$ cat config.mk
export PLATFORM = sky130hd
export DESIGN_NAME = moore_neighborhood_stats
export DESIGN_NICKNAME = d
export VERILOG_FILES = /design/src/mns_pkg.sv /design/src/mns_lane.sv /design/src/mns_merge.sv /design/src/moore_neighborhood_stats.sv
export SDC_FILE = /design/constraint.sdc
export NUM_CORES = 1
export LEC_CHECK = 0
export BUFFER_PORTS_ARGS = -buffer_cell sky130_fd_sc_hd__buf_4
export CORE_MARGIN = 8
export CORE_UTILIZATION = 50
export CTS_CLUSTER_SIZE = 14
export DETAILED_ROUTE_END_ITERATION = 10
export PLACE_DENSITY = 0.77
export SLEW_MARGIN = 20
export SYNTH_ARGS = -nofsm -noshare
export SYNTH_HDL_FRONTEND = slang
export SYNTH_SLANG_ARGS = --single-unit
export TNS_END_PERCENT = 50
$ cat constraint.sdc
create_clock -name clk -period 16.1 [get_ports clk]
set_clock_uncertainty 0.15 [all_clocks]
set_input_delay 1.61 -clock clk [delete_from_list [all_inputs] [get_ports clk]]
set_output_delay 1.61 -clock clk [all_outputs]
set_load 0.02 [all_outputs]
$ cat src/mns_pkg.sv
// mns_pkg: types and constants shared by the moore neighborhood stats block
// holds the word structs, the per-lane result struct and sizes
// no dependencies
package mns_pkg;

  localparam int unsigned ValueWidth = 8;
  localparam int unsigned NbrCount   = 8;
  localparam int unsigned CountWidth = $clog2(NbrCount + 1);
  localparam logic [NbrCount-1:0] SelectMaskReset = '1;

  typedef logic [ValueWidth-1:0] value_t;
  typedef logic [NbrCount-1:0]   nbr_mask_t;
  typedef logic [CountWidth-1:0] count_t;

  typedef struct packed {
    value_t    value_0;
    value_t    value_1;
    value_t    value_2;
    value_t    value_3;
    value_t    value_4;
    value_t    value_5;
    value_t    value_6;
    value_t    value_7;
    nbr_mask_t in_domain;
    value_t    query_value;
    nbr_mask_t query_mask;
  } in_word_t;

  typedef struct packed {
    value_t    max_value;
    value_t    min_value;
    logic      no_valid;
    count_t    equal_count;
    count_t    undefined_count;
    logic      all_defined;
    logic      masked_all_equal;
    nbr_mask_t first_match_res;
  } out_word_t;

  typedef struct packed {
    logic   valid;
    logic   eq;
    logic   mismatch;
    logic   undef;
    value_t max_cand;
    value_t min_cand;
  } lane_res_t;

endpackage

$ cat src/mns_lane.sv
// mns_lane: per-neighbor evaluation, one copy for each of the eight neighbors
// depends on mns_pkg
module mns_lane (
  input  mns_pkg::value_t    value,
  input  logic               dom,
  input  logic               sel,
  input  logic               qmask,
  input  mns_pkg::value_t    query_value,
  output mns_pkg::lane_res_t res
);
  import mns_pkg::*;

  logic valid;
  logic match;

  assign valid = sel & dom;
  assign match = (value == query_value);

  always_comb begin
    res.valid    = valid;
    res.eq       = valid & match;
    res.mismatch = valid & ~match & qmask;
    res.undef    = sel & ~dom;
    res.max_cand = valid ? value : '0;
    res.min_cand = valid ? value : '1;
  end

endmodule

$ cat src/mns_merge.sv
// mns_merge: combines the eight lane results into one output word
// depends on mns_pkg
module mns_merge (
  input  mns_pkg::lane_res_t lanes [mns_pkg::NbrCount],
  output mns_pkg::out_word_t res
);
  import mns_pkg::*;

  nbr_mask_t valid_vec;
  nbr_mask_t eq_vec;
  nbr_mask_t mis_vec;
  nbr_mask_t undef_vec;
  value_t    vmax;
  value_t    vmin;

  always_comb begin
    vmax = '0;
    vmin = '1;
    for (int k = 0; k < NbrCount; k++) begin
      valid_vec[k] = lanes[k].valid;
      eq_vec[k]    = lanes[k].eq;
      mis_vec[k]   = lanes[k].mismatch;
      undef_vec[k] = lanes[k].undef;
      if (lanes[k].max_cand > vmax) begin
        vmax = lanes[k].max_cand;
      end
      if (lanes[k].min_cand < vmin) begin
        vmin = lanes[k].min_cand;
      end
    end
  end

  always_comb begin
    res.no_valid         = ~|valid_vec;
    res.max_value        = res.no_valid ? '0 : vmax;
    res.min_value        = res.no_valid ? '0 : vmin;
    res.equal_count      = count_t'($countones(eq_vec));
    res.undefined_count  = count_t'($countones(undef_vec));
    res.all_defined      = ~|undef_vec;
    res.masked_all_equal = ~|mis_vec;
    res.first_match_res  = eq_vec & (~eq_vec + nbr_mask_t'(1));
  end

endmodule

$ cat src/moore_neighborhood_stats.sv
// moore_neighborhood_stats: min, max, counts and match flags over the eight
// neighbors of a 3x3 window; top level, depends on mns_pkg, mns_lane, mns_merge
//
// Takes one window word per cycle and returns one result word for each, in
// order. Eight lanes evaluate the neighbors in parallel into a lane register,
// a merge stage reduces them into the output register that drives out_data;
// throughput is one word per cycle, limited only by out_ready. The select mask
// resets to all ones and is written through the cfg port, which is always
// ready; write it only while the block is idle.
module moore_neighborhood_stats (
  input  logic               clk,
  input  logic               rst_n,
  input  logic               in_valid,
  output logic               in_ready,
  input  mns_pkg::in_word_t  in_data,
  output logic               out_valid,
  input  logic               out_ready,
  output mns_pkg::out_word_t out_data,
  input  logic               cfg_valid,
  output logic               cfg_ready,
  input  mns_pkg::nbr_mask_t cfg_data
);
  import mns_pkg::*;

  nbr_mask_t select_mask_r;
  value_t    values [NbrCount];
  lane_res_t lane_res [NbrCount];
  lane_res_t lane_r [NbrCount];
  logic      s1_valid_r;
  logic      out_valid_r;
  out_word_t out_data_r;
  out_word_t merge_res;
  logic      s2_adv;
  logic      s1_adv;

  assign cfg_ready = 1'b1;

  always_ff @(posedge clk) begin
    if (!rst_n) begin
      select_mask_r <= SelectMaskReset;
    end else if (cfg_valid && cfg_ready) begin
      select_mask_r <= cfg_data;
    end
  end

  assign values[0] = in_data.value_0;
  assign values[1] = in_data.value_1;
  assign values[2] = in_data.value_2;
  assign values[3] = in_data.value_3;
  assign values[4] = in_data.value_4;
  assign values[5] = in_data.value_5;
  assign values[6] = in_data.value_6;
  assign values[7] = in_data.value_7;

  for (genvar k = 0; k < NbrCount; k++) begin : g_lane
    mns_lane u_lane (
      .value       (values[k]),
      .dom         (in_data.in_domain[k]),
      .sel         (select_mask_r[k]),
      .qmask       (in_data.query_mask[k]),
      .query_value (in_data.query_value),
      .res         (lane_res[k])
    );
  end

  // stall control
  assign s2_adv   = ~out_valid_r | out_ready;
  assign s1_adv   = ~s1_valid_r | s2_adv;
  assign in_ready = s1_adv;

  always_ff @(posedge clk) begin
    if (!rst_n) begin
      s1_valid_r <= 1'b0;
    end else if (s1_adv) begin
      s1_valid_r <= in_valid;
    end
  end

  always_ff @(posedge clk) begin
    if (s1_adv && in_valid) begin
      lane_r <= lane_res;
    end
  end

  mns_merge u_merge (
    .lanes (lane_r),
    .res   (merge_res)
  );

  always_ff @(posedge clk) begin
    if (!rst_n) begin
      out_valid_r <= 1'b0;
    end else if (s2_adv) begin
      out_valid_r <= s1_valid_r;
    end
  end

  always_ff @(posedge clk) begin
    if (s2_adv && s1_valid_r) begin
      out_data_r <= merge_res;
    end
  end

  assign out_valid = out_valid_r;
  assign out_data  = out_data_r;

endmodule

======== Yosys cells after proc, flatten, opt, wreduce, memory -nomap -nowiden ========
Index checks and enable logic that the tools add are counted.
storage, ports and cells
  bits in writable memories ............... 0
  bits in read-only memories .............. 0
  word-level logic and storage cells ...... 184
  bits in registers ....................... 205
  output and inout port bits .............. 38
  memories ................................ 0
  latch bits .............................. 0
cells by class
  $add $sub $neg .......................... 15
  reduce and logical (&&, ||, !) cells .... 8
  shift-type cells ........................ 0
  multiply operators ...................... 0
  equality and inequality tests ........... 8
  bitwise gates (word level) .............. 62
  muxes and demuxes ....................... 16
  order comparisons ....................... 16
  div/mod/pow operators ................... 0
operators by type and width
  cell                                                count
  two-way mux 8 bit                                   16
  == test 8 bit                                       8
  > comparator 8 bit                                  7
  less-than comparator 8 bit                          7
  bitwise AND 1 bit                                   40
  adder 4 bit                                         6
  OR reduction 8 bit                                  3
  NOT 1 bit                                           18
  adder 1 x 1 -> 2 bit                                8
  adder 8 x 1 -> 8 bit, second input constant         1
  bitwise AND 8 bit                                   1
  > comparator 8 x 1 -> 1 bit, second input constant  1
  less-than comparator 8 bit, second input constant   1
  NOT 8 bit                                           1
  zero test 1 bit                                     3
  logical AND 1 bit                                   2
  bitwise OR 1 bit                                    2

======== Longest topological paths before layout ========
Gate-level depths: netlist of the first run.
  depth in word-level cells ............... 16
  depth in mapped cells ................... 73

======== Cells and area by module ========
A second synthesis of the first run with hierarchy kept.
unflattened totals
  cell total of the unflattened synthesis .. 1123
  area total of the unflattened synthesis .. 12714.7 um^2
modules (own cells, without submodules)
  module                    seq. area each (um^2)  cells each  area each (um^2)  times used
  moore_neighborhood_stats  6055.8                 232         6257.3            1
  mns_merge                 0.0                    635         4655.7            1
  mns_lane                  0.0                    32          225.2             8

======== Least setup slack after synthesis of the first run ========
OpenSTA, ideal clock, no wires.
  kind .................................... register to register
  start point ............................. reg lane_r[131] in the netlist's numbering
  end point ............................... reg out_data_r, in the netlist out_data[27] (data pin)
  setup slack ............................. 3.585 ns
  library setup time ...................... 0.150 ns
  path buffers ............................ 6
  clock period less this slack ............ 12.515 ns
  arrival time ............................ 12.215 ns
  data required time ...................... 15.800 ns
  cell stages (with the launch flop) ...... 70
  cells stage by stage .................... edfxtp_1 ha_1 a21o_1 a21oi_1 a21oi_1 o21ai_1 mux2i_1 ha_1 a21o_1 a21oi_1 a21oi_1 o21ai_1 clkbuf_1 nor2_1 a21oi_1 inv_1 ha_1 a21oi_1 (+34 left out) o31ai_1 nor2_1 mux2i_2 and2_1 buf_6 buf_6 mux2i_1 ha_1 o21a_1 o21ai_0 nand2b_1 a21oi_1 o21ai_0 o21a_1 buf_1 nor2_1 nand4_1 o211ai_2
between the ends
  cells in the longest elaborated chain, start to end .. 14
RTL lines
  what                    line                             source
  start, declared         moore_neighborhood_stats.sv:28   lane_res_t lane_r [NbrCount];
  start signal, assigned  moore_neighborhood_stats.sv:81   lane_r <= lane_res;
  > comparator 8 bit      mns_merge.sv:24                  if (lanes[k].max_cand > vmax) begin
  two-way mux 8 bit (*)   mns_merge.sv:24
  > comparator 8 bit      mns_merge.sv:24
  two-way mux 8 bit (*)   mns_merge.sv:24
  > comparator 8 bit      mns_merge.sv:24
  two-way mux 8 bit (*)   mns_merge.sv:24
  > comparator 8 bit      mns_merge.sv:24
  two-way mux 8 bit (*)   mns_merge.sv:24
  > comparator 8 bit      mns_merge.sv:24
  two-way mux 8 bit (*)   mns_merge.sv:24
  > comparator 8 bit      mns_merge.sv:24
  two-way mux 8 bit (*)   mns_merge.sv:24
  > comparator 8 bit      mns_merge.sv:24
  two-way mux 8 bit (*)   mns_merge.sv:24
  end signal, assigned    moore_neighborhood_stats.sv:100  out_data_r <= merge_res;
  end, declared           moore_neighborhood_stats.sv:31   out_word_t out_data_r;
Every way passes the cells marked *; elsewhere a longest branch is shown, timed or not.
A chain may end at the register's enable or synchronous reset.

======== Final worst setup path of the first run ========
  start point ............................. reg lane_r[129] in the netlist's numbering
  end point ............................... reg out_data_r, in the netlist out_data[32] (data pin)
The elaborated chain is that of the path after synthesis.

==> results of run 1 <==
==> kinds of logic after synthesis <==
kind of cell	share of synthesized area, %
xor gates and xnor gates	4.321
DFF	46.69
adders and majority gates	12.80
muxes	5.701
AOI/OAI and AO/OA	9.039
other	0.02891
buffers and inverters	4.051
and+or+nand+nor	17.37
==> area by class of cell <==
class                           count  area, µm²  area share, %
Clock buffer                       30      644.4          4.260
Sequential cell                   205       6056          40.03
Timing Repair Buffer              143       1106          7.312
Multi-Input combinational cell    843       6400          42.31
Inverter                           97      364.1          2.407
Tap cell                          335      419.2          2.771
Clock inverter                     12      137.6         0.9098
==> metal layers <==
layer	vias up	global-route usage (%)	wire (µm)
met1	4605	26.52	14000
met3	87	2.966	2025
met2	333	36.70	16600
li1	4573	-	-
met4	0	8.301	1272
met5	-	0	0
==> worst max-delay path, delay by kind of cell (launching register included) <==
kind / cells / cell delay [ns]
DFF: 1 / 0.41
buffers and inverters: 5 / 0.52
and+or+nand+nor: 16 / 3.17
muxes: 5 / 1.65
adders and majority gates: 7 / 2.03
AOI/OAI and AO/OA: 31 / 6.17
==> layout by cell type (no fill, tap or decap), types with 35 or more instances in the layout <==
cell type,instances
inv_1,97
o21ai_0,35
nand3_1,39
buf_4,140
nand2b_1,68
xor2_1,64
mux2i_1,44
and3_1,88
ha_1,119
nand2_1,52
a21oi_1,53
nor2_1,51
edfxtp_1,195
==> worst paths after layout <==
kind	to	slack, ns	from
worst max-delay path	out_data[32]	1.82	lane_r[129]
worst min register to register	out_data[0]	0.36	lane_r[158]
worst min-delay path	out_data[0]	0.36	lane_r[158]
worst max register to register	out_data[32]	1.82	lane_r[129]
==> sequential cells by signal, summed over array words and instances, names as in the netlist <==
signal         count
out_data          35
out_valid          1
lane_r           160
select_mask_r      8
s1_valid_r         1
==> where the power goes <==
group | switching [mW] | internal (mW) | total [mW]
Sequential | 0.0266 | 0.660 | 0.686
Combinational | 0.577 | 0.423 | 1.00
Clock | 0.212 | 0.330 | 0.543
==> metrics.csv, run 1 <==
stage;metric;value;unit
layout;nFillCells;2053;
die;dieArea;31350;µm²
power;p_leak;6.699;nW
layout;post_layout_nonfiller_instances;1665;
clocking;cts_resized;0;
clocking;hold_buffers;0;
routing;wl_per_cell;20.36;µm
yosys;syn_inst;1183;
power;peakVddDrop;0.1052;mV
clocking;numCtsBuffers;24;
layout;fin_util;58.71;%
layout;final_cell_area;15130;µm²
layout;final_net_count;1542;
place;io_buffers;137;
yosys;syn-num-nets;1411;
outcome;status;complete, no violations;
routing;drc_errors;0;
layout;diodes;0;
die;die_h;177.1;µm
yosys;synth_top_cell_area_share;45.14;%
worst_setup_path;path_class;reg2reg;
routing;dr_total_vias;9598;
timing;fmax;0.07003;GHz
global_routing;grt_pass1_vias;9814;
timing;post-route-period-util;88.69;%
place;dp_hpwl;26110;µm
hold_path;hold_path_class;reg2reg;
clocking;cts_setup_buffers;0;
yosys;synth_cell_types;71;
worst_setup_path;cp.arrival;14.49;ns
routing;drt_first_iter_violations;881;
yosys;synth-edff-count;195;
die;row_count;59;
timing;drv_slew;0;
timing;tightest_slew;1.026;ns
place;preCtsSetupSlack;2.027;ns
place;dp.cells;1620;
yosys;syn_area_per_cell;10.96;µm²
place;placed_cell_area;14290;µm²
yosys;yosys.cell_count.top_type;edfxtp_1;
timing;post-route-worst-setup-slack;1.821;ns
timing;setup_viol;0;
layout;area_delta_synth_final;16.62;%
timing;hold_slack;0.3573;ns
layout;final_layout_size_suffix_gt1_share;16.84;%
power;power_density;147.3;nW/µm²
hold_path;min_path_cells;0;
power;total_power;2.229;mW
timing;slew_headroom;31.62;%
worst_setup_path;start_kind;register;
clocking;cts_buffer_depth;3;
die;start_util;50.35;%
worst_setup_path;crit_path_end_kind;register;
yosys;ys_top_cells_by_count;edfxtp_1 (195), ha_1 (119), inv_1 (97);
global_routing;grt_pass1_wl;52360;µm
routing;dr.pass1.iters;5;
worst_setup_path;cp_max_fo;15;
yosys;synthTopCellsByArea;edfxtp_1 (45%), ha_1 (11%), xor2_1 (4.3%), and3_1 (4.2%), mux2i_1 (3.4%);
routing;via_per_inst;5.765;
clocking;htree_levels;1;
clocking;path_clk_slew;0.06;ns
die;core_region_area;25760;µm²
global_routing;grt.total_usage;21.27;%
clocking;cts_root_buffer;clkbuf_16;
flow_run;maxCapViolCount;0;
timing;rsz0062_at_grt;no;
global_routing;antenna_found_initial;0;
global_routing;overflow;0;
timing;final.min_clock_period;14.28;ns
place;routabilityCongestion;0.9470;
worst_setup_path;rr_worst_depth;64;
yosys;ys_seq_area_share;46.69;%
clocking;clk_latency;0.52;ns
yosys;synth_area_leader_cell;edfxtp_1;
routing;drt-total-wl;33910;µm
timing;hold_viol;0;
worst_setup_path;cpPeakStageDelay;0.78;ns
yosys;yosys_warnings;0;
die;die_width;177.1;µm
routing;ant_nets;0;
clocking;cts_tree;done;
yosys;synthFlopType;edfxtp_1;
worst_setup_path;cp_slowest_cell;o21ai_1;
yosys;synth_area;12970;µm²
die;ios;139;
yosys;ys_seq_elements;205;
worst_setup_path;worstPathRequired;16.31;ns
yosys;synth-async-reset-ratio;0;%
timing;setup_tns;0;ns
clocking;clock_sinks;205;
global_routing;grt_max_degree;89;
(Power assumes the default switching activity.)
==> inputs of run 2 (changes only) <==
- BUFFER_PORTS_ARGS: -buffer_cell sky130_fd_sc_hd__buf_4 -> default
- CELL_PAD_IN_SITES_DETAIL_PLACEMENT: default -> 2
- CELL_PAD_IN_SITES_GLOBAL_PLACEMENT: default -> 2
- CORE_UTILIZATION: 50 -> 43
- DONT_BUFFER_PORTS: default -> 1
- PLACE_DENSITY: 0.77 -> 0.88
==> run 2 against run 1 <==
First-iteration DRC count grew 14%. Non-clock buffer count shrank 138. Global-route usage grew 6.1 points. Die area grew 15%. Total power grew 7.6%. Register-to-register slack lost 1.3 ns. Setup slack lost 1.3 ns. Hold slack lost 0.0030 ns. Cell area shrank 5.8%. Maximum frequency shrank 8.1%. Largest cell class unchanged.
==> metrics.csv, run 2 (same netlist as run 1, synthesis figures left out) <==
stage;metric;value;unit;change
routing;drt-total-wl;50490;µm;was 33910 µm
global_routing;antenna_found_initial;3;;was 0
timing;final.min_clock_period;15.53;ns;was 14.28 ns
power;p_seq_share;30.1;%;was 30.8%
timing;setup_tns;0;ns;unchanged
clocking;htree_levels;1;;unchanged
place;placed_cell_area;13340;µm²;was 14290 µm²
hold_path;min_path_cells;0;;unchanged
global_routing;grt_max_degree;80;;was 89
layout;nFillCells;2985;;was 2053
timing;hold_viol;0;;unchanged
clocking;clock_sinks;205;;unchanged
worst_setup_path;path_class;reg2reg;;unchanged
layout;top_register;lane_r;;unchanged
global_routing;grt.total_usage;27.37;%;was 21.27%
power;p_sw;0.9891;mW;was 0.8153 mW
worst_setup_path;crit_path_end_kind;register;;unchanged
worst_setup_path;cp.arrival;15.76;ns;was 14.49 ns
power;pwr-share-clk;24.7;%;was 24.3%
layout;final_cell_mix;edfxtp_1 (195), ha_1 (119), inv_1 (97), and3_1 (88), nand2b_1 (68);;was edfxtp_1 (195), buf_4 (140), ha_1 (119), inv_1 (97), and3_1 (88)
worst_setup_path;cpPeakStageDelay;0.56;ns;was 0.78 ns
die;dieArea;35980;µm²;was 31350 µm²
power;power_density;168.4;nW/µm²;was 147.3 nW/µm²
layout;area_delta_synth_final;9.800;%;was 16.62%
routing;via_per_inst;6.377;;was 5.765
worst_setup_path;start_kind;register;;unchanged
timing;slew_headroom;23.22;%;was 31.62%
die;die_width;189.7;µm;was 177.1 µm
place;routabilityCongestion;0.8707;;was 0.9470
global_routing;grt_pass1_wl;74400;µm;was 52360 µm
clocking;cts_root_buffer;clkbuf_16;;unchanged
timing;rsz0062_at_grt;no;;unchanged
routing;ant_nets;0;;unchanged
place;dp_hpwl;35640;µm;was 26110 µm
die;start_util;43.76;%;was 50.35%
worst_setup_path;path_buf_inv;5;;unchanged
worst_setup_path;rr_worst_depth;64;;unchanged
die;core_region_area;29640;µm²;was 25760 µm²
global_routing;grt_pass1_vias;11145;;was 9814
die;row_count;63;;was 59
place;dp.cells;1539;;was 1620
layout;largest_register_ff_count;160;;unchanged
power;combPwrFrac;45.2;%;was 44.9%
die;ios;139;;unchanged
power;p_leak;6.046;nW;was 6.699 nW
power;swShare;41.24;%;was 36.58%
routing;drt_first_iter_violations;1005;;was 881
place;io_buffers;0;;was 137
clocking;cts_buffer_depth;3;;unchanged
layout;final_net_count;1405;;was 1542
clocking;path_clk_slew;0.07;ns;was 0.06 ns
worst_setup_path;worstPathRequired;16.33;ns;was 16.31 ns
worst_setup_path;cp_max_fo;14;;was 15
power;peakVddDrop;0.07297;mV;was 0.1052 mV
hold_path;hold_path_class;reg2reg;;unchanged
worst_setup_path;reg2reg_to;out_data[34];;was out_data[32]
clocking;clk_latency;0.56;ns;was 0.52 ns
layout;post_layout_nonfiller_instances;1588;;was 1665
timing;tightest_slew;1.152;ns;was 1.026 ns
power;p_int;1.409;mW;was 1.413 mW
worst_setup_path;cp_slowest_cell;a211oi_4;;was o21ai_1
timing;drv_slew;0;;unchanged
layout;layout_commonest_cell;edfxtp_1;;unchanged
timing;post-route-period-util;96.48;%;was 88.69%
worst_setup_path;cp_top_family;compound AO/OA/AOI/OAI gates;;unchanged
routing;dr.pass1.iters;5;;unchanged
clocking;cts_setup_buffers;0;;unchanged
worst_setup_path;ff2ff_setup_slack;0.57;ns;was 1.82 ns
outcome;status;complete, no violations;;unchanged
layout;final_cell_area;14240;µm²;was 15130 µm²
global_routing;overflow;0;;unchanged
timing;fmax;0.06438;GHz;was 0.07003 GHz
layout;final_layout_size_suffix_gt1_share;8.117;%;was 16.84%
hold_path;min_from;lane_r[158];;unchanged
routing;wl_per_cell;31.80;µm;was 20.36 µm
worst_setup_path;worstReg2RegStart;lane_r[152];;was lane_r[129]
routing;drc_errors;0;;unchanged
timing;hold_slack;0.3543;ns;was 0.3573 ns
routing;dr_total_vias;10127;;was 9598
clocking;numCtsBuffers;25;;was 24
timing;setup_viol;0;;unchanged
die;die_h;189.7;µm;was 177.1 µm
clocking;cts_tree;done;;unchanged
hold_path;whs_endpoint;out_data[0];;unchanged
flow_run;maxCapViolCount;0;;unchanged
## run 2: worst reg2reg max path: cells and delay by family (launching register included)
family	cells	cell delay, ns
AOI/OAI and AO/OA	31	6.94
and+or+nand+nor	16	3.67
adders and majority gates	7	1.94
muxes	5	1.65
buffers and inverters	5	0.58
DFF	1	0.44
## run 2: worst max-delay path by stage
stage	startpoint	endpoint	slack (ns)	cells after the start
floorplan	lane_r[131]	out_data[27]	3.58	69
global placement	lane_r[129]	out_data[30]	1.18	62
detailed placement	lane_r[151]	out_data[34]	0.23	63
CTS	lane_r[151]	out_data[34]	0.14	64
global route	lane_r[151]	out_data[33]	0.006	63
finish	lane_r[152]	out_data[34]	0.57	64
## run 2: power groups by stage
stage / Sequential [mW] / Clock (mW) / Combinational (mW)
4_1_cts: 0.722 / 0.598 / 1.06
3_5_place_dp: 0.730 / 0 / 1.01
3_3_place_gp: 0.727 / 0 / 0.909
2_1_floorplan: 0.715 / 0 / 0.746
5_1_grt: 0.725 / 0.613 / 1.17
6_report: 0.721 / 0.593 / 1.08
## run 2: area by class of cell
class | instances | area (µm²) | share of cell area (%)
inverter | 97 | 364.1 | 2.556
clock inverter | 12 | 142.6 | 1.001
sequential | 205 | 6056 | 42.52
clock buffer | 33 | 675.6 | 4.744
multi-input combinational | 843 | 6459 | 45.35
antenna | 3 | 7.507 | 0.05271
timing repair buffer | 5 | 50.05 | 0.3514
tap | 390 | 488.0 | 3.426
## run 2: what timing repair did
action | in CTS | in global routing
hold buffers | 0 | 0
gates cloned | 0 | 0
endpoints found under the hold margin | 0 | 0
setup endpoints to repair | 8 | 16
gates resized for setup | 3 | 9
## run 2: layer usage
metal,vias to the layer above,routed length (µm),part of all wire (%),track usage (%)
met4,0,2660,5.3,13.17
li1,4295,-,-,-
met5,-,0,0,0
met3,166,3614,7.2,5.859
met1,5182,19510,39,32.93
met2,484,24710,49,46.17
## run 2: through the flow
step	setup WS (ns)	power, mW	util, %
2_1_floorplan	3.585	1.461	-
3_3_place_gp	1.179	1.637	45.00
3_5_place_dp	0.2306	1.743	45.02
4_1_cts	0.1429	2.380	47.82
5_1_grt	0.005825	2.507	48.05
6_report	0.5674	2.398	48.05
